**src/design/itaf_pkg.sv**
```systemverilog
// Shared types, character codes and lookup functions for the integer to
// ASCII formatter. No dependencies.
package itaf_pkg;

  // Input mode codes
  localparam logic [2:0] MODE_SDEC  = 3'd0;
  localparam logic [2:0] MODE_UDEC  = 3'd1;
  localparam logic [2:0] MODE_HEXLO = 3'd2;
  localparam logic [2:0] MODE_HEXUP = 3'd3;
  localparam logic [2:0] MODE_PTR   = 3'd4;

  localparam int unsigned VALUE_W  = 64;
  localparam int unsigned CNT_W    = 5;
  localparam int unsigned DIGIT_N  = 16;
  localparam int unsigned NIL_LEN  = 5;

  // n / 10 == (n * RECIP10) >> 35 for every 32-bit n
  localparam logic [31:0] RECIP10  = 32'hCCCC_CCCD;
  localparam int unsigned RECIP_SH = 35;

  localparam logic [7:0] CH_MINUS = 8'h2D;
  localparam logic [7:0] CH_ZERO  = 8'h30;
  localparam logic [7:0] CH_X     = 8'h78;

  typedef enum logic [1:0] {
    KIND_DEC,
    KIND_HEX,
    KIND_NIL
  } kind_e;

  typedef enum logic [1:0] {
    PFX_NONE,
    PFX_MINUS,
    PFX_0X
  } prefix_e;

  typedef struct packed {
    kind_e              kind;
    prefix_e            prefix;
    logic               upper;
    logic [VALUE_W-1:0] mag;
  } job_t;

  typedef enum logic [1:0] {
    BK_IDLE,
    BK_DIGITS,
    BK_EMIT
  } bk_state_e;

  function automatic logic [7:0] hex_char(input logic [3:0] d, input logic upper);
    logic [7:0] c;
    case (d)
      4'd10:   c = upper ? 8'h41 : 8'h61;
      4'd11:   c = upper ? 8'h42 : 8'h62;
      4'd12:   c = upper ? 8'h43 : 8'h63;
      4'd13:   c = upper ? 8'h44 : 8'h64;
      4'd14:   c = upper ? 8'h45 : 8'h65;
      4'd15:   c = upper ? 8'h46 : 8'h66;
      default: c = CH_ZERO + {4'd0, d};
    endcase
    return c;
  endfunction

  function automatic logic [7:0] nil_char(input logic [2:0] idx);
    logic [7:0] c;
    case (idx)
      3'd0:    c = 8'h28;  // (
      3'd1:    c = 8'h6E;  // n
      3'd2:    c = 8'h69;  // i
      3'd3:    c = 8'h6C;  // l
      default: c = 8'h29;  // )
    endcase
    return c;
  endfunction

endpackage

```
**src/design/itaf_front.sv**
```systemverilog
// Front end: classifies an accepted item into a job descriptor.
// Depends on itaf_pkg.
module itaf_front import itaf_pkg::*; #(
  parameter int unsigned POINTER_WIDTH = 64
) (
  input  logic               push_ok_i,
  input  logic [2:0]         mode_i,
  input  logic [VALUE_W-1:0] value_i,
  output logic               job_valid_o,
  output job_t               job_o
);

  logic [31:0]              low;
  logic [POINTER_WIDTH-1:0] ptr;

  assign low = value_i[31:0];
  assign ptr = value_i[POINTER_WIDTH-1:0];

  always_comb begin
    job_valid_o  = push_ok_i;
    job_o.kind   = KIND_HEX;
    job_o.prefix = PFX_NONE;
    job_o.upper  = 1'b0;
    job_o.mag    = VALUE_W'(low);
    case (mode_i)
      MODE_SDEC: begin
        job_o.kind = KIND_DEC;
        if (low[31]) begin
          job_o.prefix = PFX_MINUS;
          job_o.mag    = VALUE_W'(32'(32'd0 - low));
        end
      end
      MODE_UDEC:  job_o.kind = KIND_DEC;
      MODE_HEXLO: job_o.kind = KIND_HEX;
      MODE_HEXUP: job_o.upper = 1'b1;
      MODE_PTR: begin
        job_o.mag = VALUE_W'(ptr);
        if (ptr == '0) begin
          job_o.kind = KIND_NIL;
        end else begin
          job_o.prefix = PFX_0X;
        end
      end
      default: job_valid_o = 1'b0;  // undefined modes produce nothing
    endcase
  end

endmodule

```
**config.mk**
```make
export PLATFORM = sky130hd
export DESIGN_NAME = itaf_front
export DESIGN_NICKNAME = d
export VERILOG_FILES = /design/src/design/itaf_pkg.sv /design/src/design/itaf_front.sv
export SDC_FILE = /design/constraint.sdc
export NUM_CORES = 1
export LEC_CHECK = 0
export BUFFER_PORTS_ARGS = -buffer_cell sky130_fd_sc_hd__buf_2
export CAP_MARGIN = 20
export CORE_MARGIN = 4
export CORE_UTILIZATION = 37
export DETAILED_ROUTE_END_ITERATION = 10
export GPL_TIMING_DRIVEN = 1
export PLACE_DENSITY_LB_ADDON = 0.12
export REMOVE_ABC_BUFFERS = 1
export SYNTH_ARGS = -nofsm -noshare
export SYNTH_HDL_FRONTEND = slang
export SYNTH_SLANG_ARGS = --single-unit
```
**constraint.sdc**
```tcl
create_clock -name vclk -period 3
set_input_delay 0.6 -clock vclk [all_inputs]
set_output_delay 0.6 -clock vclk [all_outputs]
set_load 0.02 [all_outputs]
```
==> results.ini <==
[status]
status=finished, final reports clean

[setup_path]
crit_path_start_kind=input port
critPathRequiredTime_ns=2.40
crit_path_end=job_o[19]
critical_path.max_fanout=6
crit_path_end_kind=output port
crit_start=value_i[4]
crit_type=in -> out
crit_top_cell=buf_2
cp_slowest_cell=or4_4
max_stage_delay_ns=0.59
critPathArrivalTime_ns=2.23
crit_chain=buf_2 -> or4_4 -> buf_4 -> nor4_4 -> a21oi_1 -> xor2_1 -> buf_2

[power]
power_leakage_nw=1.16
swShare=0.600
power_density_nw_per_um2=137
intPower_uw=98.7
switching_power_uw=148
p_seq_frac=0
comb_power_share=1.000
ir_worst_vdd_uv=96.2
p_total_uw=247
pwr-share-clk=0

[flow_run]
max_cap_viol_count=0

[finish]
syn_to_final_growth_pct=66.9
drive_gt1_frac=0.508
clkbuf_count=0
final_cell_mix=buf_2, and3_1, xor2_1
fill_cells=278
layout.nets=370
seq_cells=0
stdcell_area_sq_um=1810
seqCellArea_sq_um=0
diodes=0
final_common_cell=buf_2

[drt]
ant_nets=0
routed_wirelength_um=4050
route.met2.wl_um=2040
drt-pass1-iter-count=4
drtIter0Drc=113
vias_per_cell=5.11
met3_length_um=269
drcViolationCount=0
post_drt_wl_per_cell_um=12.3
m1WireLength_um=1700
vias=1687
dr.max_layer_used=met4

[global_route]
gr-usage-all-layers=0.190
grt_max_degree=37
antenna_found_initial=0
grt_first_pass_wirelength_um=6680
first_global_vias=1548
grt_overflow=0

[synth]
synth.cell_area_sq_um=1080
synth_top_cell_by_area=and3_1
synth_top_area_frac=0.185
synthTopCellsByArea=and3_1, xor2_1, xnor2_1
ys_types=35
ys_seq_area_frac=0
avgSynthCellArea_sq_um=6.49
synthCells=167
yosysWarnings=0

[floorplanning]
die_h_um=62.1
fp.dieW_um=62.1
die-area_sq_um=3860
core-area_sq_um=2780
start_util=0.390
core.rowCount=19
ios=138

[hold_path]
hold_path_class=in -> out

[timing]
worstMarginPinSlew_ns=0.435
final-setup-viol-count=0
min_period_ns=2.83
finalSetupTns_ns=0
max_slew_margin=0.707
rsz0062_at_grt=no
slew_viol_final=0
period_share=0.944
fmax_mhz=353
final_hold_viol_count=0
hold_ws_ns=1.44

[placed_design]
place_congestion=0.799
dp_hpwl_um=3410
post_dp_cell_area_sq_um=1800
io_buffer_count=138

[cts]
hold_buffers=0

==> power by group through the flow <==
stage          combinational [mW]  clock [mW]  sequential (mW)
2_1_floorplan               0.123           0                0
3_3_place_gp                0.246           0                0
3_5_place_dp                0.246           0                0
4_1_cts                     0.247           0                0
5_1_grt                     0.270           0                0
6_report                    0.247           0                0
==> through the flow <==
step,std cells,setup slack [ns],util
finish,330,0.168,0.650
global route,330,0.0248,0.650
CTS,330,0.0543,0.649
detailed placement,330,0.0635,0.649
global placement,330,0.0580,0.649
floorplan,154,0.119,-
==> worst max-delay path, delay by kind of cell <==
kind                   cells  cell delay (ns)
AO/OA/AOI/OAI              1             0.12
buffers and inverters      3             0.45
AND/OR/NAND/NOR            2             0.89
XOR/XNOR                   1             0.16
==> Yosys cell counts (all sizes together), types with 5 or more instances <==
master	count
and3	32
nor4	12
a21oi	9
or4	5
nor2	16
xnor2	9
nand2	5
a31oi	11
nor3	7
xor2	20
inv	6
clkbuf	10
==> metal layers <==
layer | up-vias | track usage
met5 | - | 0
met4 | 0 | 0.0163
met3 | 4 | 0.0216
met2 | 60 | 0.347
met1 | 739 | 0.246
li1 | 884 | -
==> how the worst min path moves through the flow <==
stage | start | to | slack [ns] | depth (start not counted)
floorplan | value_i[0] | job_o[0] | 1.20 | 0
CTS | value_i[0] | job_o[0] | 1.45 | 2
global placement | value_i[0] | job_o[0] | 1.44 | 2
global route | value_i[0] | job_o[0] | 1.47 | 2
finish | value_i[0] | job_o[0] | 1.44 | 2
detailed placement | value_i[0] | job_o[0] | 1.45 | 2
==> cell type report <==
cell class	instances	area (sq um)	area share
tap	31	38.8	0.0215
inverter	7	26.3	0.0145
timing repair buffer	145	743	0.411
multi-input combinational	147	1000	0.553
==> repair_timing <==
action	4_1_cts	5_1_grt
setup endpoints to repair	0	6
resized for setup	0	1
buffers inserted	0	0
==> cell families (layout without fill, tap and decap cells) <==
group,count (synthesis),count (layout),synth area share
adders and majority gates,1,1,0.0115
AOI/OAI and AO/OA,29,29,0.163
buffers and inverters,20,152,0.0808
and+or+nand+nor,88,88,0.510
xor gates and xnor gates,29,29,0.234
(Power assumes the default switching activity.)
