--- config.mk ---
export PLATFORM = sky130hd
export DESIGN_NAME = itaf_queue
export DESIGN_NICKNAME = d
export VERILOG_FILES = /design/src/design/itaf_pkg.sv /design/src/design/itaf_queue.sv
export SDC_FILE = /design/constraint.sdc
export NUM_CORES = 1
export LEC_CHECK = 0
export ABC_AREA = 1
export BUFFER_PORTS_ARGS = -buffer_cell sky130_fd_sc_hd__buf_4
export CORE_MARGIN = 2
export CORE_UTILIZATION = 39
export CTS_CLUSTER_DIAMETER = 120
export DETAILED_ROUTE_END_ITERATION = 8
export PLACE_DENSITY = 0.6
export SYNTH_ARGS = -nofsm -noshare
export SYNTH_HDL_FRONTEND = slang
export SYNTH_SLANG_ARGS = --single-unit
--- constraint.sdc ---
create_clock -name clk_i -period 7 [get_ports clk_i]
set_input_delay 1.4 -clock clk_i [delete_from_list [all_inputs] [get_ports clk_i]]
set_output_delay 1.4 -clock clk_i [all_outputs]
set_load 0.03 [all_outputs]
--- src/design/itaf_pkg.sv ---
// Shared types, character codes and lookup functions for the integer to
// ASCII formatter. No dependencies.
package itaf_pkg;

  // Input mode codes
  localparam logic [2:0] MODE_SDEC  = 3'd0;
  localparam logic [2:0] MODE_UDEC  = 3'd1;
  localparam logic [2:0] MODE_HEXLO = 3'd2;
  localparam logic [2:0] MODE_HEXUP = 3'd3;
  localparam logic [2:0] MODE_PTR   = 3'd4;

  localparam int unsigned VALUE_W  = 64;
  localparam int unsigned CNT_W    = 5;
  localparam int unsigned DIGIT_N  = 16;
  localparam int unsigned NIL_LEN  = 5;

  // n / 10 == (n * RECIP10) >> 35 for every 32-bit n
  localparam logic [31:0] RECIP10  = 32'hCCCC_CCCD;
  localparam int unsigned RECIP_SH = 35;

  localparam logic [7:0] CH_MINUS = 8'h2D;
  localparam logic [7:0] CH_ZERO  = 8'h30;
  localparam logic [7:0] CH_X     = 8'h78;

  typedef enum logic [1:0] {
    KIND_DEC,
    KIND_HEX,
    KIND_NIL
  } kind_e;

  typedef enum logic [1:0] {
    PFX_NONE,
    PFX_MINUS,
    PFX_0X
  } prefix_e;

  typedef struct packed {
    kind_e              kind;
    prefix_e            prefix;
    logic               upper;
    logic [VALUE_W-1:0] mag;
  } job_t;

  typedef enum logic [1:0] {
    BK_IDLE,
    BK_DIGITS,
    BK_EMIT
  } bk_state_e;

  function automatic logic [7:0] hex_char(input logic [3:0] d, input logic upper);
    logic [7:0] c;
    case (d)
      4'd10:   c = upper ? 8'h41 : 8'h61;
      4'd11:   c = upper ? 8'h42 : 8'h62;
      4'd12:   c = upper ? 8'h43 : 8'h63;
      4'd13:   c = upper ? 8'h44 : 8'h64;
      4'd14:   c = upper ? 8'h45 : 8'h65;
      4'd15:   c = upper ? 8'h46 : 8'h66;
      default: c = CH_ZERO + {4'd0, d};
    endcase
    return c;
  endfunction

  function automatic logic [7:0] nil_char(input logic [2:0] idx);
    logic [7:0] c;
    case (idx)
      3'd0:    c = 8'h28;  // (
      3'd1:    c = 8'h6E;  // n
      3'd2:    c = 8'h69;  // i
      3'd3:    c = 8'h6C;  // l
      default: c = 8'h29;  // )
    endcase
    return c;
  endfunction

endpackage

--- src/design/itaf_queue.sv ---
// Two-entry job queue between the front and back ends.
// Depends on itaf_pkg.
module itaf_queue import itaf_pkg::*; (
  input  logic clk_i,
  input  logic rst_ni,
  input  logic push_i,
  input  job_t job_i,
  output logic full_o,
  input  logic pop_i,
  output logic empty_o,
  output job_t job_o
);

  job_t       mem_q [2];
  logic       wr_q, wr_d, rd_q, rd_d;
  logic [1:0] cnt_q, cnt_d;
  logic       do_push, do_pop;

  assign full_o  = cnt_q == 2'd2;
  assign empty_o = cnt_q == 2'd0;
  assign do_push = push_i && !full_o;
  assign do_pop  = pop_i && !empty_o;
  assign job_o   = mem_q[rd_q];

  always_comb begin
    wr_d  = do_push ? ~wr_q : wr_q;
    rd_d  = do_pop ? ~rd_q : rd_q;
    cnt_d = cnt_q;
    if (do_push && !do_pop) begin
      cnt_d = 2'(cnt_q + 2'd1);
    end else if (do_pop && !do_push) begin
      cnt_d = 2'(cnt_q - 2'd1);
    end
  end

  always_ff @(posedge clk_i or negedge rst_ni) begin
    if (!rst_ni) begin
      wr_q  <= 1'b0;
      rd_q  <= 1'b0;
      cnt_q <= 2'd0;
    end else begin
      wr_q  <= wr_d;
      rd_q  <= rd_d;
      cnt_q <= cnt_d;
    end
  end

  always_ff @(posedge clk_i) begin
    if (do_push) begin
      mem_q[wr_q] <= job_i;
    end
  end

endmodule

==> results.toml <==
[critical_path]
rr_startpoint = "cnt_q[1]"
rr_endpoint = "mem_q[1][20]"
critPathKind = "register to primary output"
critPathLaunchType = "register"
rr_worst_depth = 4
crit_required_ns = 5.60
cp.arrival_ns = 2.47
rrSetupSlack_ns = 4.56
cp_max_fo = 70
critPathCaptureType = "primary output"

[power_and_ir_drop]
cellPowerDensity_mw_per_mm2 = 469.2
power_frac_comb = 0.398
swShare = 0.3869
finalPower_mw = 3.260
power.share.clock = 0.224
p_switching_mw = 1.261
power.static_leakage_nw = 2.963
ir_drop_uv = 249.3
p_int_mw = 1.999
seqPwrFrac = 0.378

[grt]
grt_max_degree = 71
grt_overflow = 0
grt_pass1_wl_um = 16880
grt_pass1_vias = 3351
grt_use_total = 0.1562
antenna_found_initial = 0

[hold_path]
hold_path_end = "wr_q"
hold_class = "register to register"
worstHoldPathCells = 2
min_from = "wr_q"

[finish]
multi_input_area_um2 = 888.4
layout.nets = 616
drive_gt1_frac = 0.3091
synthToLayoutAreaGrowth_pct = 32.16
register_area_mm2 = 0.004245
layout.cells.non_filler = 726
utilization = 0.5267
insertedDiodeCount = 0
final.fill_count = 1156

[drt]
drt-initial-drc-count = 189
dr_total_vias = 3273
firstDrtPassIters = 4
routedWlPerCell_um = 14.44
antenna_left = 0
totalWireLength_um = 10480
viasPerCell = 4.508
drc = 0

[sta]
worstMarginPinSlew_ns = 0.9681
max_freq_mhz = 258.1
setup_tns_ns = 0
finalMaxSlewViolations = 0
timing.final.ws_setup_ns = 3.126
fin_skew_ns = 0.006807
fin_crit_sh = 0.5535
rsz0062_at_grt = "false"
final_hold_viol_count = 0
setup_violations = 0
fin_crit_ns = 3.874
relSlewSlack = 0.3531

[clock_tree]
clkSinkCount = 142
cts_hold_buffers = 0
path_clk_slew_ns = 0.05
root_buffer = "clkbuf_16"
htreeDepth = 4
cts_resized = 0
cts_made_buffers = 17
post_cts_buffers = 0
cts_tree = "yes"
clk-insertion-delay-late_ns = 0.41
clock_path_buffers = 2

[placed_design]
dp_hpwl_um = 6606
dp_cells = 699
place_ws_ns = 3.481
io_buffers = 143
gp_congestion = 0.7211

[logic_synthesis]
synth_top_area_cell = "edfxtp_1"
synth_fp_nets = 466
synth-async-reset-ratio = 0.02817
synthCells = 392
yosysSeqAreaShare = 0.8074
synth_edf_count = 138
synth_area_mm2 = 0.005256
avgSynthCellArea_um2 = 13.41
synth_flop_cell = "edfxtp_1"
yosysTopAreaCellShare = 0.7884
ys.warnings.count = 0
ys_ff_latch = 142
synth_most_common_cell = "nand2_1"
synth_cell_type_count = 17
synth_area_leaders = "edfxtp_1, nand2_1, dfrtp_1"
synth_common_cells = "nand2_1, edfxtp_1, buf_2, buf_4, inv_1"

[floorplanning]
die_h_um = 120.1
rows = 42
start_util = 0.3985
die_x_um = 120.1
num_io_pins = 144
die-area_mm2 = 0.01442
core_area_mm2 = 0.01319

[run]
cap_violations = 0

[outcome]
status = "finished, final reports clean"
## stage by stage
| stage | cell area (um2) | hold slack [ns] |
|---|---|---|
| floorplan | 5256 | 0.4490 |
| global placement | 6482 | 0.4658 |
| detailed placement | 6482 | 0.4700 |
| CTS | 6947 | 0.4856 |
| global route | 6947 | 0.5237 |
| finish | 6947 | 0.4874 |
## kinds of logic (layout without fill, tap and decap cells)
| kind of cell | Yosys count | count (layout) | synth area share |
|---|---|---|---|
| xor gates and xnor gates | 1 | 1 | 0.001667 |
| buffers and inverters | 23 | 181 | 0.02499 |
| adders and majority gates | 1 | 1 | 0.002380 |
| and+or+nand+nor | 223 | 223 | 0.1616 |
| DFF | 142 | 142 | 0.8074 |
| AOI/OAI and AO/OA | 2 | 2 | 0.001902 |
## state kept, by name, indices dropped and copies added, names as in the netlist
| signal | flops |
|---|---|
| wr_q | 1 |
| cnt_q | 2 |
| rd_q | 1 |
| mem_q | 138 |
## power by group through the flow
stage	combinational (mW)	sequential, mW	clock (mW)
6_report	1.30	1.23	0.730
5_1_grt	1.42	1.25	0.785
4_1_cts	1.33	1.23	0.749
3_5_place_dp	1.32	1.25	0
3_3_place_gp	1.31	1.24	0
2_1_floorplan	0.866	1.23	0
## cell usage in the layout, fill, tap and decap left out, drive strengths merged
cell type / count
buf: 146
clkbuf: 20
clkinv: 7
dfrtp: 4
edfxtp: 138
ha: 1
inv: 8
nand2: 216
nand3: 1
nand3b: 1
nand4: 1
nor2: 4
o21ai: 2
xnor2: 1
## worst max-delay path: stages (launching register included)
cell and delay, ns:
dfrtp_2 0.67, buf_4 0.53, inv_4 0.41, nand2_1 0.16, nand2_1 0.09, buf_4 0.18
## final cells by class
class,instances,share of cell area
Clock inverter,7,0.003963
Timing Repair Buffer,146,0.1578
Clock buffer,20,0.06286
Sequential cell,142,0.6111
Tap cell,176,0.03170
Multi-Input combinational cell,227,0.1279
Inverter,8,0.004683
## how the worst max path moves through the flow
| stage | slack [ns] | cells past startpoint | to | from |
|---|---|---|---|---|
| 2_1_floorplan | 2.11 | 2 | mem_q[1][0] | push_i |
| 3_3_place_gp | 3.50 | 5 | job_o[46] | rd_q |
| 3_5_place_dp | 3.48 | 5 | job_o[44] | rd_q |
| 4_1_cts | 3.03 | 5 | job_o[44] | rd_q |
| 5_1_grt | 2.88 | 5 | job_o[3] | rd_q |
| 6_report | 3.13 | 5 | job_o[44] | rd_q |
## metal layers
layer	share of wire	GRT usage
met4	0.022	0.06618
met1	0.42	0.1911
met5	0	0
met3	0.084	0.06464
met2	0.48	0.2443
Power figures use the tool's default switching activity.
